$ cat src/hdl/tga_rle_pkg.sv
// ----------------------------------------------------------------------------
// TGA pixel decoder package
// Shared types, register indexes and constants for the TGA pixel-data decoder.
// ----------------------------------------------------------------------------
package tga_rle_pkg;

   // Configuration register indexes.
   localparam logic [1:0] CSR_BYTES_PER_PIXEL = 2'd0;
   localparam logic [1:0] CSR_RUN_LENGTH_MODE = 2'd1;
   localparam logic [1:0] CSR_PIXEL_TOTAL     = 2'd2;

   // Register reset values.
   localparam logic [2:0]  BPP_RESET         = 3'd3;
   localparam logic        RLE_MODE_RESET    = 1'b0;
   localparam logic [31:0] PIXEL_TOTAL_RESET = 32'd0;

   // Packet header fields.
   localparam logic [7:0] PKT_RUN_FLAG  = 8'h80;
   localparam logic [7:0] PKT_COUNT_MSK = 8'h7f;

   // ARGB1555 masks.
   localparam logic [7:0] A1555_RED_MSK   = 8'h7c;
   localparam logic [7:0] A1555_GHI_MSK   = 8'h03;
   localparam logic [7:0] A1555_GLO_MSK   = 8'he0;
   localparam logic [7:0] A1555_BLUE_MSK  = 8'h1f;
   localparam logic [7:0] A1555_ALPHA_MSK = 8'h80;
   localparam logic [7:0] ALPHA_OPAQUE    = 8'd255;

   // Default depth of the queue between front and back.
   localparam int QUEUE_DEPTH = 2;

   // Stored pixel size after clamping.
   typedef enum logic [1:0] {
      PIX_SIZE_2 = 2'd0,
      PIX_SIZE_3 = 2'd1,
      PIX_SIZE_4 = 2'd2
   } pix_size_type;

   // One finished pixel as handed from the front to the back.
   typedef struct packed {
      logic [7:0]   byte3;
      logic [7:0]   byte2;
      logic [7:0]   byte1;
      logic [7:0]   byte0;
      pix_size_type size;
      logic [7:0]   repeat_count;
      logic         image_done;
      logic         run_clipped;
   } pixel_cmd_type;

endpackage

$ cat src/hdl/tga_rle_front.sv
// ----------------------------------------------------------------------------
// TGA decoder front end
// Accepts pixel-data bytes, tracks packet and pixel phase, counts pixels and
// emits one command per finished pixel or run.
// ----------------------------------------------------------------------------
module tga_rle_front (
   input  logic                       clock,
   input  logic                       reset,
   input  logic                       byte_accept,
   input  logic [7:0]                 data_byte,
   input  logic                       image_start,
   input  logic [2:0]                 bytes_per_pixel,
   input  logic                       run_length_mode,
   input  logic [31:0]                pixel_total,
   output logic                       cmd_push,
   output tga_rle_pkg::pixel_cmd_type cmd
);

   logic [2:0]  byte_phase_ff, byte_phase_in;
   logic [23:0] partial_ff, partial_in;
   logic        is_run_ff, is_run_in;
   logic        await_hdr_ff, await_hdr_in;
   logic [7:0]  pkt_left_ff, pkt_left_in;
   logic [31:0] emitted_ff, emitted_in;
   logic        finished_ff, finished_in;

   // State as seen after an optional restart by image_start.
   logic [2:0]  phase_eff;
   logic [23:0] partial_eff;
   logic        is_run_eff;
   logic        await_eff;
   logic [7:0]  left_eff;
   logic [31:0] emitted_eff;
   logic        finished_eff;

   logic [32:0] diff;
   logic [31:0] remaining;
   logic        image_full;
   logic [3:0]  size_num;
   logic [3:0]  phase_next;
   tga_rle_pkg::pix_size_type size_code;
   logic [7:0]  repeat_raw;
   logic        reach_end;
   logic        partial_pixel;
   logic [7:0]  b0, b1, b2, b3;

   always_comb begin
      if (image_start) begin
         phase_eff    = 3'd0;
         partial_eff  = 24'd0;
         is_run_eff   = 1'b0;
         await_eff    = 1'b1;
         left_eff     = 8'd0;
         emitted_eff  = 32'd0;
         finished_eff = 1'b0;
      end else begin
         phase_eff    = byte_phase_ff;
         partial_eff  = partial_ff;
         is_run_eff   = is_run_ff;
         await_eff    = await_hdr_ff;
         left_eff     = pkt_left_ff;
         emitted_eff  = emitted_ff;
         finished_eff = finished_ff;
      end
   end

   // Pixels still to come before the image total.
   assign diff       = {1'b0, pixel_total} - {1'b0, emitted_eff};
   assign remaining  = diff[31:0];
   assign image_full = finished_eff | diff[32] | (remaining == 32'd0);

   // Clamp the configured pixel size to 2..4.
   always_comb begin
      if (bytes_per_pixel < 3'd3) begin
         size_num  = 4'd2;
         size_code = tga_rle_pkg::PIX_SIZE_2;
      end else if (bytes_per_pixel == 3'd3) begin
         size_num  = 4'd3;
         size_code = tga_rle_pkg::PIX_SIZE_3;
      end else begin
         size_num  = 4'd4;
         size_code = tga_rle_pkg::PIX_SIZE_4;
      end
   end

   assign phase_next    = {1'b0, phase_eff} + 4'd1;
   assign partial_pixel = phase_next < size_num;

   // Repeat count before clipping at the image end.
   always_comb begin
      if (run_length_mode && is_run_eff) begin
         repeat_raw = (left_eff == 8'd0) ? 8'd1 : left_eff;
      end else begin
         repeat_raw = 8'd1;
      end
   end

   assign reach_end = {24'd0, repeat_raw} >= remaining;

   // Bytes of the finished pixel, the last one taken straight from the input.
   always_comb begin
      b0 = partial_eff[7:0];
      b1 = partial_eff[15:8];
      b2 = partial_eff[23:16];
      b3 = 8'd0;
      case (phase_eff)
         3'd0:    b0 = data_byte;
         3'd1:    b1 = data_byte;
         3'd2:    b2 = data_byte;
         3'd3:    b3 = data_byte;
         default: ;
      endcase
   end

   // Next state and command.
   always_comb begin
      byte_phase_in = byte_phase_ff;
      partial_in    = partial_ff;
      is_run_in     = is_run_ff;
      await_hdr_in  = await_hdr_ff;
      pkt_left_in   = pkt_left_ff;
      emitted_in    = emitted_ff;
      finished_in   = finished_ff;
      cmd_push      = 1'b0;

      cmd.byte0        = b0;
      cmd.byte1        = b1;
      cmd.byte2        = b2;
      cmd.byte3        = b3;
      cmd.size         = size_code;
      cmd.repeat_count = reach_end ? remaining[7:0] : repeat_raw;
      cmd.image_done   = reach_end;
      cmd.run_clipped  = run_length_mode && is_run_eff && ({24'd0, repeat_raw} > remaining);

      if (byte_accept) begin
         byte_phase_in = phase_eff;
         partial_in    = partial_eff;
         is_run_in     = is_run_eff;
         await_hdr_in  = await_eff;
         pkt_left_in   = left_eff;
         emitted_in    = emitted_eff;
         finished_in   = finished_eff;

         if (image_full) begin
            // Image complete: the byte is dropped.
         end else if (run_length_mode && await_eff) begin
            is_run_in     = (data_byte & tga_rle_pkg::PKT_RUN_FLAG) != 8'd0;
            pkt_left_in   = (data_byte & tga_rle_pkg::PKT_COUNT_MSK) + 8'd1;
            await_hdr_in  = 1'b0;
            byte_phase_in = 3'd0;
            partial_in    = 24'd0;
         end else if (partial_pixel) begin
            case (phase_eff[1:0])
               2'd0:    partial_in[7:0]   = data_byte;
               2'd1:    partial_in[15:8]  = data_byte;
               2'd2:    partial_in[23:16] = data_byte;
               default: ;
            endcase
            byte_phase_in = phase_next[2:0];
         end else begin
            byte_phase_in = 3'd0;
            partial_in    = 24'd0;
            cmd_push      = 1'b1;
            if (run_length_mode) begin
               if (is_run_eff) begin
                  pkt_left_in  = 8'd0;
                  await_hdr_in = 1'b1;
               end else begin
                  if (left_eff > 8'd1) begin
                     pkt_left_in = left_eff - 8'd1;
                  end else begin
                     pkt_left_in  = 8'd0;
                     await_hdr_in = 1'b1;
                  end
               end
            end
            emitted_in  = reach_end ? pixel_total : emitted_eff + {24'd0, repeat_raw};
            finished_in = reach_end;
         end
      end
   end

   always_ff @(posedge clock) begin
      if (reset) begin
         byte_phase_ff <= 3'd0;
         partial_ff    <= 24'd0;
         is_run_ff     <= 1'b0;
         await_hdr_ff  <= 1'b1;
         pkt_left_ff   <= 8'd0;
         emitted_ff    <= 32'd0;
         finished_ff   <= 1'b0;
      end else begin
         byte_phase_ff <= byte_phase_in;
         partial_ff    <= partial_in;
         is_run_ff     <= is_run_in;
         await_hdr_ff  <= await_hdr_in;
         pkt_left_ff   <= pkt_left_in;
         emitted_ff    <= emitted_in;
         finished_ff   <= finished_in;
      end
   end

endmodule

$ cat src/hdl/tga_rle_queue.sv
// ----------------------------------------------------------------------------
// TGA decoder command queue
// Small first-in first-out store of pixel commands between front and back.
// ----------------------------------------------------------------------------
module tga_rle_queue #(
   parameter int Depth = tga_rle_pkg::QUEUE_DEPTH
) (
   input  logic                       clock,
   input  logic                       reset,
   input  logic                       push,
   input  tga_rle_pkg::pixel_cmd_type push_cmd,
   output logic                       full,
   input  logic                       pop,
   output logic                       head_valid,
   output tga_rle_pkg::pixel_cmd_type head_cmd
);

   localparam int PtrW = (Depth > 1) ? $clog2(Depth) : 1;
   localparam int CntW = $clog2(Depth + 1);
   localparam logic [PtrW-1:0] LastPtr = PtrW'(Depth - 1);
   localparam logic [CntW-1:0] FullCnt = CntW'(Depth);

   tga_rle_pkg::pixel_cmd_type entry_ff [Depth];
   logic [PtrW-1:0] wr_ptr_ff, wr_ptr_in;
   logic [PtrW-1:0] rd_ptr_ff, rd_ptr_in;
   logic [CntW-1:0] count_ff, count_in;
   logic            do_push, do_pop;

   assign full       = count_ff == FullCnt;
   assign head_valid = count_ff != '0;
   assign head_cmd   = entry_ff[rd_ptr_ff];
   assign do_push    = push && !full;
   assign do_pop     = pop && head_valid;

   // Pointer and fill-count update.
   always_comb begin
      wr_ptr_in = wr_ptr_ff;
      rd_ptr_in = rd_ptr_ff;
      count_in  = count_ff;
      if (do_push) begin
         wr_ptr_in = (wr_ptr_ff == LastPtr) ? '0 : wr_ptr_ff + 1'b1;
      end
      if (do_pop) begin
         rd_ptr_in = (rd_ptr_ff == LastPtr) ? '0 : rd_ptr_ff + 1'b1;
      end
      if (do_push && !do_pop) begin
         count_in = count_ff + 1'b1;
      end else if (do_pop && !do_push) begin
         count_in = count_ff - 1'b1;
      end
   end

   always_ff @(posedge clock) begin
      if (reset) begin
         wr_ptr_ff <= '0;
         rd_ptr_ff <= '0;
         count_ff  <= '0;
      end else begin
         wr_ptr_ff <= wr_ptr_in;
         rd_ptr_ff <= rd_ptr_in;
         count_ff  <= count_in;
      end
   end

   // Entry storage.
   always_ff @(posedge clock) begin
      if (do_push) begin
         entry_ff[wr_ptr_ff] <= push_cmd;
      end
   end

endmodule

$ cat src/hdl/tga_rle_back.sv
// ----------------------------------------------------------------------------
// TGA decoder back end
// Widens stored pixel bytes to RGBA and holds the result in an output register.
// ----------------------------------------------------------------------------
module tga_rle_back (
   input  logic                       clock,
   input  logic                       reset,
   input  logic                       head_valid,
   input  tga_rle_pkg::pixel_cmd_type head_cmd,
   output logic                       head_pop,
   output logic                       out_valid,
   input  logic                       out_ready,
   output logic [39:0]                out_data,
   output logic [1:0]                 out_user
);

   logic        valid_ff, valid_in;
   logic [39:0] data_ff, data_in;
   logic [1:0]  user_ff, user_in;
   logic [7:0]  red, green, blue, alpha;

   // Channel widening per stored pixel size.
   always_comb begin
      unique case (head_cmd.size)
         tga_rle_pkg::PIX_SIZE_2: begin
            red   = (head_cmd.byte1 & tga_rle_pkg::A1555_RED_MSK) << 1;
            green = ((head_cmd.byte1 & tga_rle_pkg::A1555_GHI_MSK) << 6)
                  | ((head_cmd.byte0 & tga_rle_pkg::A1555_GLO_MSK) >> 2);
            blue  = (head_cmd.byte0 & tga_rle_pkg::A1555_BLUE_MSK) << 3;
            alpha = head_cmd.byte1 & tga_rle_pkg::A1555_ALPHA_MSK;
         end
         tga_rle_pkg::PIX_SIZE_3: begin
            red   = head_cmd.byte2;
            green = head_cmd.byte1;
            blue  = head_cmd.byte0;
            alpha = tga_rle_pkg::ALPHA_OPAQUE;
         end
         default: begin
            red   = head_cmd.byte2;
            green = head_cmd.byte1;
            blue  = head_cmd.byte0;
            alpha = head_cmd.byte3;
         end
      endcase
   end

   // Load the output register whenever it is empty or being drained.
   assign head_pop = head_valid && (!valid_ff || out_ready);

   always_comb begin
      valid_in = valid_ff;
      data_in  = data_ff;
      user_in  = user_ff;
      if (head_pop) begin
         valid_in = 1'b1;
         data_in  = {head_cmd.repeat_count, alpha, blue, green, red};
         user_in  = {head_cmd.run_clipped, head_cmd.image_done};
      end else if (out_ready) begin
         valid_in = 1'b0;
      end
   end

   always_ff @(posedge clock) begin
      if (reset) begin
         valid_ff <= 1'b0;
      end else begin
         valid_ff <= valid_in;
      end
   end

   always_ff @(posedge clock) begin
      data_ff <= data_in;
      user_ff <= user_in;
   end

   assign out_valid = valid_ff;
   assign out_data  = data_ff;
   assign out_user  = user_ff;

endmodule

$ cat src/hdl/tga_pixel_rle_decoder_unit.sv
// ----------------------------------------------------------------------------
// TGA pixel-data decoder
// Decodes uncompressed or run-length coded TGA pixel bytes into RGBA results.
// ----------------------------------------------------------------------------
// The block takes one pixel-data byte per cycle on the request side, while
// the command queue has room, and gives one RGBA result per finished pixel,
// or one result with a repeat count per run packet. The packet, phase and
// pixel-count updates all finish in the cycle of acceptance, so a sustained
// rate of one byte per clock is kept as long as results are taken. A result
// passes through the command queue and then the output register. The queue
// lets the byte side keep running while a result waits to be taken.
module tga_pixel_rle_decoder_unit #(
   parameter int QueueDepth = tga_rle_pkg::QUEUE_DEPTH
) (
   input  logic        clock,
   input  logic        reset,
   // Request bytes.
   input  logic        req_tvalid,
   output logic        req_tready,
   input  logic [7:0]  req_tdata,   // [7:0] data_byte
   input  logic        req_tuser,   // [0] image_start
   // Decoded pixels.
   output logic        rsp_tvalid,
   input  logic        rsp_tready,
   output logic [39:0] rsp_tdata,   // [7:0] red, [15:8] green, [23:16] blue,
                                    // [31:24] alpha, [39:32] repeat_count
   output logic        rsp_tlast,   // image_done
   output logic        rsp_tuser,   // [0] run_clipped
   // Configuration writes.
   input  logic        csr_valid,
   output logic        csr_ready,
   input  logic [1:0]  csr_index,
   input  logic [31:0] csr_data
);

   logic [2:0]  bpp_ff, bpp_in;
   logic        rle_ff, rle_in;
   logic [31:0] total_ff, total_in;

   logic                       queue_full;
   logic                       byte_accept;
   logic                       cmd_push;
   tga_rle_pkg::pixel_cmd_type cmd;
   logic                       head_valid;
   logic                       head_pop;
   tga_rle_pkg::pixel_cmd_type head_cmd;
   logic [1:0]                 rsp_flags;

   // Configuration registers.
   assign csr_ready = 1'b1;

   always_comb begin
      bpp_in   = bpp_ff;
      rle_in   = rle_ff;
      total_in = total_ff;
      if (csr_valid) begin
         unique case (csr_index)
            tga_rle_pkg::CSR_BYTES_PER_PIXEL: bpp_in   = csr_data[2:0];
            tga_rle_pkg::CSR_RUN_LENGTH_MODE: rle_in   = csr_data[0];
            tga_rle_pkg::CSR_PIXEL_TOTAL:     total_in = csr_data;
            default: ;
         endcase
      end
   end

   always_ff @(posedge clock) begin
      if (reset) begin
         bpp_ff   <= tga_rle_pkg::BPP_RESET;
         rle_ff   <= tga_rle_pkg::RLE_MODE_RESET;
         total_ff <= tga_rle_pkg::PIXEL_TOTAL_RESET;
      end else begin
         bpp_ff   <= bpp_in;
         rle_ff   <= rle_in;
         total_ff <= total_in;
      end
   end

   // Bytes are taken while the queue has room.
   assign req_tready  = !queue_full;
   assign byte_accept = req_tvalid && req_tready;

   tga_rle_front u_front (
      .clock           (clock),
      .reset           (reset),
      .byte_accept     (byte_accept),
      .data_byte       (req_tdata),
      .image_start     (req_tuser),
      .bytes_per_pixel (bpp_ff),
      .run_length_mode (rle_ff),
      .pixel_total     (total_ff),
      .cmd_push        (cmd_push),
      .cmd             (cmd)
   );

   tga_rle_queue #(
      .Depth (QueueDepth)
   ) u_queue (
      .clock      (clock),
      .reset      (reset),
      .push       (cmd_push),
      .push_cmd   (cmd),
      .full       (queue_full),
      .pop        (head_pop),
      .head_valid (head_valid),
      .head_cmd   (head_cmd)
   );

   tga_rle_back u_back (
      .clock      (clock),
      .reset      (reset),
      .head_valid (head_valid),
      .head_cmd   (head_cmd),
      .head_pop   (head_pop),
      .out_valid  (rsp_tvalid),
      .out_ready  (rsp_tready),
      .out_data   (rsp_tdata),
      .out_user   (rsp_flags)
   );

   // The image-complete flag marks the last result of a frame.
   assign rsp_tlast = rsp_flags[0];
   assign rsp_tuser = rsp_flags[1];

endmodule

$ cat config.mk
export PLATFORM = sky130hd
export DESIGN_NAME = tga_pixel_rle_decoder_unit
export DESIGN_NICKNAME = d
export VERILOG_FILES = /design/src/hdl/tga_rle_pkg.sv /design/src/hdl/tga_rle_front.sv /design/src/hdl/tga_rle_queue.sv /design/src/hdl/tga_rle_back.sv /design/src/hdl/tga_pixel_rle_decoder_unit.sv
export SDC_FILE = /design/constraint.sdc
export NUM_CORES = 1
export LEC_CHECK = 0
export BUFFER_PORTS_ARGS = -buffer_cell sky130_fd_sc_hd__buf_4
export CAP_MARGIN = 20
export CORE_ASPECT_RATIO = 0.75
export CORE_UTILIZATION = 56
export CTS_BUF_LIST = sky130_fd_sc_hd__clkbuf_16
export DETAILED_ROUTE_END_ITERATION = 6
export PLACE_DENSITY = 0.77
export SLEW_MARGIN = 40
export SYNTH_ARGS = -nofsm -noshare
export SYNTH_HDL_FRONTEND = slang
export SYNTH_HIERARCHICAL = 1
export SYNTH_SLANG_ARGS = --single-unit
$ cat constraint.sdc
create_clock -name clock -period 5.65 [get_ports clock]
set_input_delay 0.565 -clock clock [delete_from_list [all_inputs] [get_ports clock]]
set_output_delay 0.565 -clock clock [all_outputs]
set_load 0.01 [all_outputs]
### Word level (Yosys, flattened, before mapping)

Memories as Yosys holds them, arrays and structs flattened. A register that Yosys moved wholly into a read port is not among the register bits.
Index checks and enable logic that the tools add are counted.

* flip-flop bits (word level): 153
* memory bits (writable): 88
* input port bits: 48
* output and inout port bits: 45
* word-level logic and storage cells: 137
* memories kept: 1

* add/sub/neg operators: 9
* order comparisons: 5
* equality and inequality tests: 10
* multiplexer cells: 66
* bitwise operators: 3
* reductions and logical operators: 26

Memories
* u_queue.entry_ff: words 2, bits a word 44, read ports 1, clocked after Yosys merged registers in 1, write ports 1, RTL line tga_rle_queue.sv:23 `tga_rle_pkg::pixel_cmd_type entry_ff [Depth];`

Operators by type and width (number)
* 2-to-1 mux 32 bit: 5
* 2-to-1 mux 8 bit: 20
* 2-to-1 mux 24 bit: 4
* subtractor 32 x 32 -> 33 bit: 1
* adder 32 x 8 -> 32 bit: 1
* >= comparator 8 x 32 -> 1 bit: 1
* greater-than comparator 8 x 32 -> 1 bit: 1
* zero test 32 bit: 1
* 2-to-1 mux 1 bit: 26
* one-hot mux 8 bit (2 select lines): 1
* 2-to-1 mux 3 bit: 5
* == test 3 x 2 -> 1 bit, second input constant: 3
* logical AND 1 bit: 9
* adder 7 x 1 -> 8 bit, second input constant: 1
* greater-than comparator 8 x 1 -> 1 bit, second input constant: 1
* zero test 8 bit: 1
* 2-to-1 mux 2 bit: 4
* bitwise OR 8 x 6 -> 8 bit: 1
* subtractor 8 x 1 -> 8 bit, second input constant: 1
* == test 2 x 1 -> 1 bit, second input constant: 3
* == test 2 bit, second input constant: 3
* zero test 2 bit: 3
* AND reduction 2 bit: 3
* nonzero test 2 bit: 3
* other kinds (12): 17

### Longest topological paths before layout

* word-level depth: 13
* gate-level depth with buffers: 26
* depth with buffers taken out: 21

### Hierarchy

The synthesis kept the hierarchy.

By module, submodules not included
* tga_rle_front: times used 1, cells an instance 1085, area an instance 7856.3 um2, seq. area each 1401.3 um2
* tga_rle_queue: times used 1, cells an instance 162, area an instance 3385.7 um2, seq. area each 2742.6 um2
* tga_rle_back: times used 1, cells an instance 93, area an instance 1687.9 um2, seq. area each 1281.2 um2
* tga_pixel_rle_decoder_unit: times used 1, cells an instance 160, area an instance 1637.8 um2, seq. area each 720.7 um2

### Worst setup path before layout

Ideal clock, no wire load.

* path kind: input to register
* start point: input port req_tuser
* end point: memory u_queue/entry_ff[0][0] in the netlist's numbering, enable pin
* arrival: 5.503 ns
* slack: -0.251 ns
* cell stages on the path: 20
* cell sequence: clkbuf_1 buf_1 clkbuf_1 nor2b_1 ha_1 fa_1 nand3b_1 a21oi_1 o21ai_1 a21oi_1 o21a_1 o31ai_1 a22oi_1 and3_1 nand3_1 buf_6 inv_1 inv_1 or3_1 inv_1

* word-level cells in the longest chain between the ends: 10
* elaborated cells between the ends (all ways): 18
* classes of those cells: 2 x add/sub; 1 x order compare; 10 x mux; 2 x bitwise; 3 x reduce/logical

Ends and longest elaborated chain
* start: declaration: RTL line tga_pixel_rle_decoder_unit.sv:21 `input logic req_tuser,`
* branches (longest 5 deep; another with subtractor 32 x 32 -> 33 bit)
* 2-to-1 mux 1 bit (*): RTL line tga_rle_front.sv:144 `if (image_full) begin`
* 2-to-1 mux 1 bit (*): RTL line tga_rle_front.sv:135 `if (byte_accept) begin`
* named net cmd_push: RTL line tga_pixel_rle_decoder_unit.sv:42 `logic cmd_push;`
* logical AND 1 bit (*): RTL line tga_rle_queue.sv:32 `assign do_push = push && !full;`
* 2-to-1 mux 1 bit (*): RTL line tga_rle_queue.sv:67 `if (do_push) begin`
* 2-to-1 mux 1 bit (implied by the code) (*): RTL line tga_rle_queue.sv:68 `entry_ff[wr_ptr_ff] <= push_cmd;`
* end: declaration: RTL line tga_rle_queue.sv:23

Mark *: on every way through the listed nets, which the timed path passes.

==> metrics.yaml <==
status: "complete, no violations"
htreeDepth: 1
cts_root_buf: "clkbuf_16"
share_comb_of_total_power_pct: 19.9
finalClockSkew_ns: 0.0138
insertedDiodeCount: 0
rsz0062_at_grt: "no"
cellInternalPower_mw: 3.06
synthDistinctLibCells: 89
syn2layout_area_growth_pct: 11.7
critPathSlowestCell: "o21ai_0"
grt_pass1_wl_um: 62500
synth_edf_count: 130
startpoint_type: "input port"
wirelength_um: 39600
yosys.area.top_type_share_pct: 26.8
crit_family: "compound AO/OA/AOI/OAI gates"
cap_violations: 0
worst_path_most_repeated_cell: "buf_4"
grt-ovfl-total: 0
via_per_inst: 6.26
cts_resized: 0
final.period_utilization_pct: 87.9
drt_first_pass_iters: 5
ys.flop_type: "edfxtp_1"
dr_total_vias: 12059
place.port_buffers: 91
regToRegEndpoint: "u_queue/count_ff[1]$_SDFFE_PP0P_"
grtUsageMet2_pct: 41.8
final.setup.tns_ns: 0
peakVddDrop_mv: 0.184
holdPathStages: 3
gp_routability_congestion: 0.969
whs_endpoint: "total_ff[28]$_SDFFE_PP0P_"
seq_power_share_pct: 45.3
rr_worst_depth: 19
power.leakage_nw: 6.34
ys_ff_latch: 242
hold_path_class: "in2reg"
cts_setup_buffers: 0
synthCells: 1500
num_rows: 50
grt_max_degree: 79
required_ns: 5.89
power_switching_share_pct: 29.0
max_freq_ghz: 0.201
grtUsageTotal_pct: 29.6
ys_warn_count: 6
slowest_delay_ns: 0.52
crit_fanout: 12
hold_viol: 0
die_height_um: 142
syn_area_per_cell_um2: 9.71
rrSetupSlack_ns: 0.71
power.share.clock_pct: 34.9
synth_area_leaders: "edfxtp_1 (27%), dfxtp_1 (15%), ha_1 (5.3%), mux2_2 (4.7%), mux2i_1 (3.9%)"
hpwl_um: 29300
min_period_ns: 4.97
groute.layer.met3.usage_pct: 4.63
crit_chain: "buf_4, inv_1, buf_4, nand2_1, ha_1, o211ai_1, a21o_1, a211o_1, buf_4, a21oi_1, o32ai_1, or4_1, nor4_1, nand4_1, or3_1, buf_4, o21ai_0"
ioPinCount: 93
top_usage_layer: "met1"
fillers: 2080
dieArea_mm2: 0.0267
relSlewSlack_pct: 44.0
synthesis.nets: 1612
clockBufferDepth: 3
worst_pin_slew_ns: 0.838
p_sw_mw: 1.25
hp-start: "csr_data[28]"
cp.arrival_ns: 5.21
gr-usage-met1_pct: 46.9
ctsHoldBuffers: 0
async_flop_share_pct: 0
drc: 0
end_kind: "flop"
path_clk_slew_ns: 0.06
maxSlewViolCount: 0
cts_tree: "built"
ys_seq_area_share_pct: 42.2
path_buf_inv: 5
cts_buffers: 25
start_util_pct: 57.6
synth_top_area_cell: "edfxtp_1"
p_per_area_mw_per_mm2: 265
fin_total_pwr_mw: 4.31
nets: 1682
drive_gt1_share_pct: 17.4
insertion_delay_ns: 0.53
grt_pass1_vias: 11227
critPathKind: "in2reg"
antenna_found_initial: 0
rr_startpoint: "u_front/emitted_ff[17]$_SDFFE_PP0P_"
routedWlPerCell_um: 20.5
ant_nets: 0
syn-cell-area_mm2: 0.0146
drt_iter0_markers: 1288
crit_start: "req_tuser"
core_area_mm2: 0.0253
setup_viol: 0
die_w_um: 188
cts_num_sinks: 242
power groups by stage:
stage | sequential [mW] | combinational (mW) | clock [mW]
2_1_floorplan | 1.99 | 0.543 | 0
3_3_place_gp | 1.99 | 0.823 | 0
3_5_place_dp | 1.99 | 0.833 | 0
4_1_cts | 1.95 | 0.837 | 1.52
5_1_grt | 1.96 | 0.928 | 1.60
6_report | 1.95 | 0.857 | 1.50
worst max path at each step:
stage / cells after the start / to / slack, ns
floorplan: 22 / u_queue/entry_ff[0][0]$_DFFE_PP_ / 0.04
global placement: 17 / u_queue/entry_ff[0][9]$_DFFE_PP_ / 0.38
detailed placement: 17 / u_queue/entry_ff[1][9]$_DFFE_PP_ / 0.32
CTS: 17 / u_queue/entry_ff[1][9]$_DFFE_PP_ / 0.85
global route: 18 / u_queue/count_ff[1]$_SDFFE_PP0P_ / 0.49
finish: 17 / u_queue/entry_ff[0][9]$_DFFE_PP_ / 0.68
cell families (layout without fill, tap and decap cells):
family,Yosys count,after routing,synth area share [%]
simple gates,503,503,18.0
compound gates,378,378,17.2
flops,242,242,42.2
buf+inv,146,235,4.92
mux,130,130,9.84
fa+ha+maj,64,64,5.60
xor+xnor,36,36,2.16
other cells,1,1,0.0257
state kept, by name, summed over array words and instances, names as in the netlist, 2 cells and up, named ones only:
name	flops
u_front/byte_phase_ff	3
u_front/emitted_ff	32
u_front/partial_ff	24
u_queue/count_ff	2
u_queue/entry_ff	88
total_ff	32
u_back/out_user	2
u_front/pkt_left_ff	8
bpp_ff	3
u_back/out_data	40
area by class of cell:
class                           count  area, µm²  share of cell area (%)
Multi-Input combinational cell   1112       7720                    47.5
Timing Repair Buffer              131       1020                    6.28
Sequential cell                   242       6150                    37.8
Clock buffer                       25        626                    3.85
Tap cell                          338        423                    2.60
Inverter                           58        221                    1.36
Clock inverter                     21        109                   0.669
per-layer routing:
metal	wire length, µm	vias to the layer above
li1	-	5650
met1	19000	5749
met2	16100	607
met3	3880	53
met4	558	0
met5	0	-
synthesized netlist by cell type, types with 12 or more instances:
library cell,number
mux2_2,61
nor2b_1,31
o21a_1,16
ha_1,62
o21ai_1,12
a21oi_1,103
inv_1,55
dfxtp_1,112
nand2b_1,77
edfxtp_1,130
a21o_1,20
mux2i_1,57
a22o_1,37
nand2_1,119
buf_2,17
nand3_1,43
xor2_1,13
nor3_1,21
nand4_1,33
clkbuf_1,48
nor2_1,87
xnor2_1,23
and2_1,25
o21ai_0,81
cell usage in the layout, fill, tap and decap left out, types with 43 or more instances in the layout:
cell and n:
o21ai_0 81, nand2b_1 77, nand2_1 119, dfxtp_1 111, ha_1 62, mux2_2 61, nor2_1 86, buf_4 128
edfxtp_1 130, mux2i_1 57, a21oi_1 103, inv_1 60, nand3_1 43
worst register-to-register path, stage by stage, from the launching register on:
cell and delay [ns]:
dfxtp_1 0.37, inv_1 0.08, nor2_1 0.24, inv_1 0.12, ha_1 0.43, a21oi_1 0.33
o21ai_0 0.20, a221oi_2 0.46, inv_2 0.11, o21a_1 0.23, o31ai_1 0.60, a22oi_1 0.19
and3_1 0.25, nand3_1 0.18, inv_1 0.06, inv_1 0.09, nor2_1 0.06, ha_1 0.34
or3_1 0.36, a21oi_1 0.14
through the flow:
step           util (%)  setup slack [ns]  instance area [µm²]  instances  hold slack, ns
2_1_floorplan         -            0.0405                14600       1500           0.443
3_3_place_gp       61.4             0.376                15500       1881           0.455
3_5_place_dp       61.4             0.319                15500       1881           0.461
4_1_cts            64.3             0.850                16300       1927           0.291
5_1_grt            64.4             0.489                16300       1927           0.302
6_report           64.4             0.685                16300       1927           0.301
Note: power is estimated with default switching activity, not from simulation.
